$ cat config.mk
export PLATFORM = sky130hd
export DESIGN_NAME = sha1_stream_hasher_top
export DESIGN_NICKNAME = d
export VERILOG_FILES = /design/src/design/sha1sh_pkg.sv /design/src/design/sha1sh_msg_sched.sv /design/src/design/sha1sh_round_unit.sv /design/src/design/sha1_stream_hasher_top.sv
export SDC_FILE = /design/constraint.sdc
export NUM_CORES = 2
export LEC_CHECK = 0
export BUFFER_PORTS_ARGS = -buffer_cell sky130_fd_sc_hd__buf_2
export CAP_MARGIN = 20
export CORE_UTILIZATION = 25
export CTS_CLUSTER_DIAMETER = 80
export DETAILED_ROUTE_END_ITERATION = 8
export MAX_ROUTING_LAYER = met4
export PLACE_DENSITY = 0.46
export SLEW_MARGIN = 20
export SYNTH_ARGS = -nofsm -noshare
export SYNTH_HDL_FRONTEND = slang
export SYNTH_SLANG_ARGS = --single-unit
$ cat constraint.sdc
create_clock -name clock -period 17 [get_ports clock]
set_input_delay 1.7 -clock clock [delete_from_list [all_inputs] [get_ports clock]]
set_output_delay 1.7 -clock clock [all_outputs]
set_load 0.01 [all_outputs]
$ cat src/design/sha1sh_pkg.sv
`timescale 1ns / 1ps
// ----------------------------------------------------------------------------
// sha1sh_pkg
// Shared types, constants and helper functions for the SHA-1 stream hasher.
// ----------------------------------------------------------------------------
package sha1sh_pkg;

   localparam int NUM_WORDS  = 5;
   localparam int ROUND_BITS = 7;

   localparam logic [31:0] IV_WORDS [0:NUM_WORDS-1] = '{
      32'h67452301, 32'hEFCDAB89, 32'h98BADCFE, 32'h10325476, 32'hC3D2E1F0
   };

   localparam logic [31:0] K_0 = 32'h5A827999;
   localparam logic [31:0] K_1 = 32'h6ED9EBA1;
   localparam logic [31:0] K_2 = 32'h8F1BBCDC;
   localparam logic [31:0] K_3 = 32'hCA62C1D6;

   localparam logic [ROUND_BITS-1:0] LAST_ROUND = 7'd79;
   localparam logic [ROUND_BITS-1:0] ROUND_20   = 7'd20;
   localparam logic [ROUND_BITS-1:0] ROUND_40   = 7'd40;
   localparam logic [ROUND_BITS-1:0] ROUND_60   = 7'd60;

   localparam logic [5:0] FILL_LAST   = 6'd63;
   localparam logic [5:0] LEN_ROOM    = 6'd55;
   localparam logic [7:0] PAD_BYTE    = 8'h80;
   localparam logic [2:0] LAST_INDEX  = 3'd4;
   localparam logic [63:0] BYTE_BITS  = 64'd8;

   typedef struct packed {
      logic shift_byte;
      logic shift_word;
   } sched_ctl_type;

   typedef struct packed {
      logic start;
      logic init_chain;
      logic rotate_chain;
   } round_ctl_type;

   typedef struct packed {
      logic round_active;
      logic done;
   } round_stat_type;

   function automatic logic [31:0] rotl32(input logic [31:0] x, input int n);
      rotl32 = (x << n) | (x >> (32 - n));
   endfunction

endpackage

$ cat src/design/sha1sh_msg_sched.sv
`timescale 1ns / 1ps
// ----------------------------------------------------------------------------
// sha1sh_msg_sched
// Block buffer and message schedule window. Bytes shift in while a block is
// collected; during the rounds the window advances one word per round.
// ----------------------------------------------------------------------------
module sha1sh_msg_sched (
   input  logic                   clock,
   input  sha1sh_pkg::sched_ctl_type ctl,
   input  logic [7:0]             byte_value,
   output logic [31:0]            w_word
);

   logic [511:0] win_ff;
   logic [511:0] win_in;
   logic [31:0]  w_next;

   assign w_word = win_ff[511:480];
   assign w_next = sha1sh_pkg::rotl32(win_ff[95:64] ^ win_ff[255:224] ^
                                      win_ff[447:416] ^ win_ff[511:480], 1);

   always_comb begin
      win_in = win_ff;
      if (ctl.shift_byte) begin
         win_in = {win_ff[503:0], byte_value};
      end else if (ctl.shift_word) begin
         win_in = {win_ff[479:0], w_next};
      end
   end

   always_ff @(posedge clock) begin
      win_ff <= win_in;
   end

endmodule

$ cat src/design/sha1sh_round_unit.sv
`timescale 1ns / 1ps
// ----------------------------------------------------------------------------
// sha1sh_round_unit
// SHA-1 round datapath. Runs 80 rounds, one per cycle, then folds the
// working variables into the chaining value.
// ----------------------------------------------------------------------------
module sha1sh_round_unit (
   input  logic                       clock,
   input  logic                       reset,
   input  sha1sh_pkg::round_ctl_type  ctl,
   input  logic [31:0]                w_word,
   output sha1sh_pkg::round_stat_type stat,
   output logic [31:0]                chain_word
);

   logic [31:0] a_ff, b_ff, c_ff, d_ff, e_ff;
   logic [31:0] a_in, b_in, c_in, d_in, e_in;
   logic [31:0] chain_ff [0:sha1sh_pkg::NUM_WORDS-1];
   logic [31:0] chain_in [0:sha1sh_pkg::NUM_WORDS-1];
   logic [sha1sh_pkg::ROUND_BITS-1:0] rnd_ff, rnd_in;
   logic        active_ff, active_in;
   logic        add_ff, add_in;
   logic        done_ff;
   logic [31:0] f_val, k_val, t_val;
   logic        last_round;

   assign last_round = (rnd_ff == sha1sh_pkg::LAST_ROUND);
   assign stat.round_active = active_ff;
   assign stat.done = done_ff;
   assign chain_word = chain_ff[0];

   always_comb begin
      if (rnd_ff < sha1sh_pkg::ROUND_20) begin
         f_val = (b_ff & c_ff) | (~b_ff & d_ff);
         k_val = sha1sh_pkg::K_0;
      end else if (rnd_ff < sha1sh_pkg::ROUND_40) begin
         f_val = b_ff ^ c_ff ^ d_ff;
         k_val = sha1sh_pkg::K_1;
      end else if (rnd_ff < sha1sh_pkg::ROUND_60) begin
         f_val = (b_ff & c_ff) | (b_ff & d_ff) | (c_ff & d_ff);
         k_val = sha1sh_pkg::K_2;
      end else begin
         f_val = b_ff ^ c_ff ^ d_ff;
         k_val = sha1sh_pkg::K_3;
      end
      t_val = sha1sh_pkg::rotl32(a_ff, 5) + f_val + e_ff + w_word + k_val;
   end

   always_comb begin
      a_in = a_ff;
      b_in = b_ff;
      c_in = c_ff;
      d_in = d_ff;
      e_in = e_ff;
      if (ctl.start) begin
         a_in = chain_ff[0];
         b_in = chain_ff[1];
         c_in = chain_ff[2];
         d_in = chain_ff[3];
         e_in = chain_ff[4];
      end else if (active_ff) begin
         a_in = t_val;
         b_in = a_ff;
         c_in = sha1sh_pkg::rotl32(b_ff, 30);
         d_in = c_ff;
         e_in = d_ff;
      end
   end

   always_comb begin
      active_in = active_ff && !last_round;
      rnd_in    = rnd_ff;
      if (ctl.start) begin
         active_in = 1'b1;
         rnd_in    = '0;
      end else if (active_ff) begin
         rnd_in = rnd_ff + 1'b1;
      end
      add_in = active_ff && last_round;
   end

   always_comb begin
      for (int i = 0; i < sha1sh_pkg::NUM_WORDS; i++) begin
         chain_in[i] = chain_ff[i];
      end
      if (ctl.init_chain) begin
         for (int i = 0; i < sha1sh_pkg::NUM_WORDS; i++) begin
            chain_in[i] = sha1sh_pkg::IV_WORDS[i];
         end
      end else if (add_ff) begin
         chain_in[0] = chain_ff[0] + a_ff;
         chain_in[1] = chain_ff[1] + b_ff;
         chain_in[2] = chain_ff[2] + c_ff;
         chain_in[3] = chain_ff[3] + d_ff;
         chain_in[4] = chain_ff[4] + e_ff;
      end else if (ctl.rotate_chain) begin
         for (int i = 0; i < sha1sh_pkg::NUM_WORDS - 1; i++) begin
            chain_in[i] = chain_ff[i+1];
         end
         chain_in[sha1sh_pkg::NUM_WORDS-1] = chain_ff[0];
      end
   end

   always_ff @(posedge clock) begin
      a_ff <= a_in;
      b_ff <= b_in;
      c_ff <= c_in;
      d_ff <= d_in;
      e_ff <= e_in;
   end

   always_ff @(posedge clock) begin
      if (reset) begin
         active_ff <= 1'b0;
         add_ff    <= 1'b0;
         done_ff   <= 1'b0;
         rnd_ff    <= '0;
         for (int i = 0; i < sha1sh_pkg::NUM_WORDS; i++) begin
            chain_ff[i] <= sha1sh_pkg::IV_WORDS[i];
         end
      end else begin
         active_ff <= active_in;
         add_ff    <= add_in;
         done_ff   <= add_ff;
         rnd_ff    <= rnd_in;
         for (int i = 0; i < sha1sh_pkg::NUM_WORDS; i++) begin
            chain_ff[i] <= chain_in[i];
         end
      end
   end

endmodule

$ cat src/design/sha1_stream_hasher_top.sv
`timescale 1ns / 1ps
// ----------------------------------------------------------------------------
// sha1_stream_hasher_top
// SHA-1 over a byte stream with padding, length tracking and digest output.
// ----------------------------------------------------------------------------
// Usage:
// The request channel carries one word per handshake: an optional message
// byte and an optional finish mark. A word is taken when req_valid is high
// and req_stall is low. After a byte word without a finish mark req_stall
// stays low, except after the 64th byte of a block, which starts the
// compression: req_stall then stays high while the round unit runs 80
// rounds, one per cycle, and adds the result into the chaining value.
// A finish word pads the message one byte per cycle through the block buffer,
// runs one or two compressions, and then presents the five digest words H0
// to H4 on the response channel, one per handshake, with rsp_last_word on
// H4. If the bit length overflowed, a single error word is sent instead.
// A finish word with n bytes pending passes through one setup state, 64 - n
// padding bytes and a compression before H0 is shown; a second padding
// block, needed past 55 pending bytes, adds its own padding and compression.
// While rsp_stall is high the current response word is held unchanged.
// After the last response word the block re-arms for a new message.
// Reset clears the length, fill count and overflow flag and loads the
// initial hash words; the block is ready in the first cycle after reset.
// ----------------------------------------------------------------------------
module sha1_stream_hasher_top (
   input  logic        clock,
   input  logic        reset,
   input  logic        req_valid,
   output logic        req_stall,
   input  logic [7:0]  req_byte_value,
   input  logic        req_byte_present,
   input  logic        req_finish,
   output logic        rsp_valid,
   input  logic        rsp_stall,
   output logic [31:0] rsp_digest_word,
   output logic [2:0]  rsp_word_index,
   output logic        rsp_last_word,
   output logic        rsp_length_error
);

   typedef enum logic [5:0] {
      S_IDLE = 6'b000001,
      S_COMP = 6'b000010,
      S_FIN  = 6'b000100,
      S_PAD  = 6'b001000,
      S_OUT  = 6'b010000,
      S_ERR  = 6'b100000
   } state_type;

   state_type   state_ff, state_in;
   logic [5:0]  fill_ff, fill_in;
   logic [63:0] bitlen_ff, bitlen_in;
   logic        ovf_ff, ovf_in;
   logic        fin_pend_ff, fin_pend_in;
   logic        pad_mode_ff, pad_mode_in;
   logic        pad_first_ff, pad_first_in;
   logic        len_ok_ff, len_ok_in;
   logic        last_blk_ff, last_blk_in;
   logic [2:0]  idx_ff, idx_in;

   logic        wr_en;
   logic [7:0]  wr_byte;
   logic        rearm;
   logic [2:0]  len_sel;
   logic [7:0]  len_byte;
   logic [31:0] chain_word;

   sha1sh_pkg::sched_ctl_type  sctl;
   sha1sh_pkg::round_ctl_type  rctl;
   sha1sh_pkg::round_stat_type rstat;
   logic [31:0]                w_word;

   assign len_sel  = ~fill_ff[2:0];
   assign len_byte = bitlen_ff[{len_sel, 3'b000} +: 8];

   assign sctl.shift_byte = wr_en;
   assign sctl.shift_word = rstat.round_active;

   sha1sh_msg_sched u_sched (
      .clock      (clock),
      .ctl        (sctl),
      .byte_value (wr_byte),
      .w_word     (w_word)
   );

   sha1sh_round_unit u_round (
      .clock      (clock),
      .reset      (reset),
      .ctl        (rctl),
      .w_word     (w_word),
      .stat       (rstat),
      .chain_word (chain_word)
   );

   assign req_stall        = (state_ff != S_IDLE);
   assign rsp_valid        = (state_ff == S_OUT) || (state_ff == S_ERR);
   assign rsp_digest_word  = (state_ff == S_OUT) ? chain_word : '0;
   assign rsp_word_index   = (state_ff == S_OUT) ? idx_ff : '0;
   assign rsp_last_word    = (state_ff == S_ERR) ||
                             (idx_ff == sha1sh_pkg::LAST_INDEX);
   assign rsp_length_error = (state_ff == S_ERR);

   always_comb begin
      state_in     = state_ff;
      fill_in      = fill_ff;
      bitlen_in    = bitlen_ff;
      ovf_in       = ovf_ff;
      fin_pend_in  = fin_pend_ff;
      pad_mode_in  = pad_mode_ff;
      pad_first_in = pad_first_ff;
      len_ok_in    = len_ok_ff;
      last_blk_in  = last_blk_ff;
      idx_in       = idx_ff;
      wr_en        = 1'b0;
      wr_byte      = req_byte_value;
      rearm        = 1'b0;
      rctl         = '0;

      unique case (state_ff)
         S_IDLE: begin
            if (req_valid) begin
               fin_pend_in = req_finish;
               if (req_byte_present && !ovf_ff) begin
                  wr_en     = 1'b1;
                  bitlen_in = bitlen_ff + sha1sh_pkg::BYTE_BITS;
                  if (bitlen_in == '0) begin
                     ovf_in = 1'b1;
                  end
               end
               if (wr_en && (fill_ff == sha1sh_pkg::FILL_LAST)) begin
                  rctl.start = 1'b1;
                  state_in   = S_COMP;
               end else if (req_finish) begin
                  state_in = S_FIN;
               end
            end
         end
         S_COMP: begin
            if (rstat.done) begin
               if (pad_mode_ff) begin
                  state_in = last_blk_ff ? S_OUT : S_PAD;
               end else begin
                  state_in = fin_pend_ff ? S_FIN : S_IDLE;
               end
            end
         end
         S_FIN: begin
            if (ovf_ff) begin
               state_in = S_ERR;
            end else begin
               state_in     = S_PAD;
               pad_mode_in  = 1'b1;
               pad_first_in = 1'b1;
               len_ok_in    = 1'b0;
               last_blk_in  = 1'b0;
            end
         end
         S_PAD: begin
            wr_en        = 1'b1;
            pad_first_in = 1'b0;
            if (pad_first_ff) begin
               wr_byte = sha1sh_pkg::PAD_BYTE;
            end else if (len_ok_ff && (fill_ff[5:3] == 3'b111)) begin
               wr_byte = len_byte;
            end else begin
               wr_byte = '0;
            end
            if (fill_ff == sha1sh_pkg::FILL_LAST) begin
               rctl.start = 1'b1;
               state_in   = S_COMP;
               if (len_ok_ff && !pad_first_ff) begin
                  last_blk_in = 1'b1;
               end else begin
                  len_ok_in = 1'b1;
               end
            end else if (pad_first_ff) begin
               len_ok_in = (fill_ff <= sha1sh_pkg::LEN_ROOM);
            end
         end
         S_OUT: begin
            if (!rsp_stall) begin
               rctl.rotate_chain = 1'b1;
               idx_in = idx_ff + 1'b1;
               if (idx_ff == sha1sh_pkg::LAST_INDEX) begin
                  rearm = 1'b1;
               end
            end
         end
         S_ERR: begin
            if (!rsp_stall) begin
               rearm = 1'b1;
            end
         end
         default: begin
            state_in = S_IDLE;
         end
      endcase

      if (wr_en) begin
         fill_in = fill_ff + 1'b1;
      end

      if (rearm) begin
         state_in        = S_IDLE;
         fill_in         = '0;
         bitlen_in       = '0;
         ovf_in          = 1'b0;
         fin_pend_in     = 1'b0;
         pad_mode_in     = 1'b0;
         pad_first_in    = 1'b0;
         len_ok_in       = 1'b0;
         last_blk_in     = 1'b0;
         idx_in          = '0;
         rctl.init_chain = 1'b1;
      end
   end

   always_ff @(posedge clock) begin
      if (reset) begin
         state_ff     <= S_IDLE;
         fill_ff      <= '0;
         bitlen_ff    <= '0;
         ovf_ff       <= 1'b0;
         fin_pend_ff  <= 1'b0;
         pad_mode_ff  <= 1'b0;
         pad_first_ff <= 1'b0;
         len_ok_ff    <= 1'b0;
         last_blk_ff  <= 1'b0;
         idx_ff       <= '0;
      end else begin
         state_ff     <= state_in;
         fill_ff      <= fill_in;
         bitlen_ff    <= bitlen_in;
         ovf_ff       <= ovf_in;
         fin_pend_ff  <= fin_pend_in;
         pad_mode_ff  <= pad_mode_in;
         pad_first_ff <= pad_first_in;
         len_ok_ff    <= len_ok_in;
         last_blk_ff  <= last_blk_in;
         idx_ff       <= idx_in;
      end
   end

endmodule
==> impl_metrics.yaml <==
run_status:
  status: "finished clean"
run:
  max_cap_violations: 0
floorplan:
  die_w_um: 470
  fp.dieArea_um2: 221000
  io_pins: 53
  die_h_um: 470
  start_util: 0.252
  core_area_um2: 218000
  rows: 171
timing:
  finClkSkew_ps: 39.3
  rsz0062_at_grt: "no"
  fmax_mhz: 159
  worst_slew_pin_slew_ps: 1150
  slew_headroom: 0.237
  min_period_ps: 6290
  setup_viol: 0
  final-hold-violation-count: 0
  slew_violations: 0
  tns_ps: 0
  min_period_over_period: 0.370
synth:
  syn_avg_cell_area_um2: 8.77
  synthArstFlopShare: 0
  synth_edf_count: 672
  synth-seq-cells: 924
  ys_types: 87
  syn_nets: 6585
  netlist_instances: 6247
  synth_top_area_cell: "edfxtp_1"
  synthTopCellsByArea: "edfxtp_1 (37%), nand2_1 (15%), dfxtp_1 (9.2%), ha_1 (4.7%), fa_1 (4.3%)"
  yosysWarnings: 0
  synthFlopType: "edfxtp_1"
  synth_top_area_share: 0.368
  netlist_area_um2: 54800
  synth_seq_area_share: 0.460
power:
  p_switching_mw: 1.65
  power_density_nw_per_um2: 96.5
  p_int_mw: 4.28
  p_sw_frac: 0.278
  power_leakage_nw: 24.9
  vdd_drop_max_mv: 0.0789
  total_power_mw: 5.92
  clkPwrFrac: 0.391
  pwr-share-comb: 0.141
  pwr-share-seq: 0.468
worst_hold_path:
  hp-start: "idx_ff[1]"
  min_to: "idx_ff[1]"
  hp-class: "reg -> reg"
  hold_depth: 2
setup_path:
  worst_path_max_delay_cell: "fa_1"
  crit_buf_inv: 4
  endpoint_kind: "flip-flop"
  cp.required_ps: 17420
  r2r_slack_ps: 10710
  r2r-start: "u_round.rnd_ff[4]"
  cp_cell_sequence: "o21ai_0 -> nand2_1 -> buf_4 -> nand2_1 -> fa_1 -> inv_1 -> fa_1 -> inv_1 -> fa_1 -> inv_1 -> ha_1 -> and4_1 -> nand3_1 -> a21oi_1 -> a211oi_1 -> nand3_1 -> a211oi_1 -> o21ai_0 -> nor2_1 -> xor2_1 -> a21oi_1"
  reg2reg_to: "u_round.a_ff[26]"
  reg2regPathDepth: 21
  critPathLaunchType: "flip-flop"
  crit_type: "reg -> reg"
  critPathTopFamily: "adder cells"
  arrival_ps: 6710
  cp.depth: 21
  max_stage_delay_ps: 580
  cp_max_fo: 19
clock_tree:
  cts_resized: 0
  cts_buffers: 103
  cts_buffer_depth: 3
  clock_latency_ps: 750
  cts_setup_buffers: 0
  clkTransAtPathRegs_ps: 60
  cts_root_buf: "clkbuf_16"
  tritoncts: "built"
  cts_htree_levels: 3
  hold_buffers: 0
  cts_sinks: 924
routing:
  routedWlPerCell_um: 18.7
  routed_wl_um: 170000
  drtIter0Drc: 3624
  drc: 0
  dr.pass1.iters: 7
  viasPerCell: 4.72
  ant_nets: 0
  vias: 42900
grt:
  antenna_found_initial: 10
  grt_usage: 0.153
  grt_pass1_vias: 41400
  grt_pass1_wl_um: 256000
  overflow: 0
  grt_max_degree: 208
finish:
  final_common_cell: "nand2_1"
  syn2layout_area_growth_pct: 12.0
  final_util: 0.282
  mostFrequentLayoutCells: "nand2_1 (2254), edfxtp_1 (672), a21oi_1 (349)"
  drive_gt1_frac: 0.0511
  fin_area_um2: 61400
  finalNetCount: 6482
placement:
  place.gp.congestion: 0.860
  dpl_cell_area_um2: 57900
  dp.final_hpwl_um: 118000
  port-buffer-count: 52
==> how the worst max path moves through the flow <==
stage	slack [ps]	endpoint	startpoint
2_1_floorplan	1910	u_sched.win_ff[0]	req_byte_present
3_3_place_gp	10760	u_round.a_ff[26]	u_round.rnd_ff[4]
3_5_place_dp	10750	u_sched.win_ff[145]	req_byte_present
4_1_cts	10760	u_round.a_ff[26]	u_round.rnd_ff[4]
5_1_grt	10310	u_round.a_ff[26]	u_round.rnd_ff[4]
6_report	10710	u_round.a_ff[26]	u_round.rnd_ff[4]
==> per-layer routing <==
metal / vias to the layer above / part of all wire / GRT usage / wire (µm)
met5: - / 0 / - / 0
met4: 0 / 0.033 / 0.0507 / 5670
met3: 256 / 0.057 / 0.0285 / 9710
met2: 1005 / 0.43 / 0.226 / 73500
met1: 20700 / 0.48 / 0.210 / 80800
li1: 21000 / - / - / -
==> Yosys cell counts, types with 13 or more instances <==
cell type	n
nor3_1	59
a211oi_1	32
fa_1	117
xnor2_1	228
a311oi_1	25
mux4_2	13
nand3_1	73
o22ai_1	18
edfxtp_1	672
and3_1	32
o31ai_1	20
a21o_1	82
o21ai_0	243
nand2_1	2256
a31oi_1	35
xor2_1	112
dfxtp_1	252
buf_1	21
nor4_1	13
mux2i_1	60
clkbuf_1	281
nand4_1	45
a21oi_1	349
ha_1	207
a221o_1	19
nor2b_1	28
o211ai_1	14
nor2_1	300
and2_1	44
inv_1	275
nand2b_1	26
o21a_1	42
o21bai_1	27
or3_1	44
==> worst register-to-register path: cells and delay by family, from the launching register on <==
family | cells | cell delay, ps
buffers and inverters | 4 | 570
and+or+nand+nor | 6 | 1640
adders and majority gates | 4 | 1960
xor gates and xnor gates | 1 | 180
AOI/OAI and AO/OA | 6 | 1180
DFF | 1 | 460
==> power by group through the flow <==
stage          clock, mW  sequential (mW)  combinational, mW
3_3_place_gp           0             2.82              0.836
3_5_place_dp           0             2.82              0.845
6_report            2.31             2.77              0.837
2_1_floorplan          0             2.87              0.632
4_1_cts             2.38             2.78              0.848
5_1_grt             2.46             2.79              0.958
==> flip-flops by register name, indices dropped and copies added (netlist names), 3 cells and up <==
| signal | count |
|---|---|
| idx_ff | 3 |
| u_round.e_ff | 32 |
| u_round.d_ff | 32 |
| u_round.chain_ff | 160 |
| u_round.b_ff | 32 |
| u_round.c_ff | 32 |
| u_round.a_ff | 32 |
| u_round.rnd_ff | 7 |
| state_ff | 6 |
| u_sched.win_ff | 512 |
| fill_ff | 6 |
| bitlen_ff | 61 |
==> kinds of logic (layout without fill, tap and decap cells) <==
family / after synthesis / in the layout / synth area share
AND/OR/NAND/NOR: 2980 / 2980 / 0.223
XOR/XNOR: 340 / 340 / 0.0543
other: 0 / 5 / 0
adder cells (fa/ha/maj): 324 / 324 / 0.0900
multiplexers: 80 / 80 / 0.0178
AO/OA/AOI/OAI: 1008 / 1008 / 0.114
buffers and inverters: 591 / 573 / 0.0408
flip-flops: 924 / 924 / 0.460
==> per-stage QoR <==
step	setup WS [ps]	hold WS, ps	instances
after CTS	10760	489	9082
after floorplan	1910	447	6247
after global routing	10310	507	9086
after global placement	10760	463	8892
final	10710	486	9088
after detailed placement	10750	480	8892
==> final cells by class <==
class	count	area, µm²
Inverter	276	1040
Clock inverter	50	598
Timing Repair Buffer	107	718
Clock buffer	140	2820
Tap cell	2854	3570
Antenna cell	5	12.5
Multi-Input combinational cell	4732	27400
Fill cell	23100	156000
Sequential cell	924	25200
No activity file was read; power rests on OpenSTA's default activity.
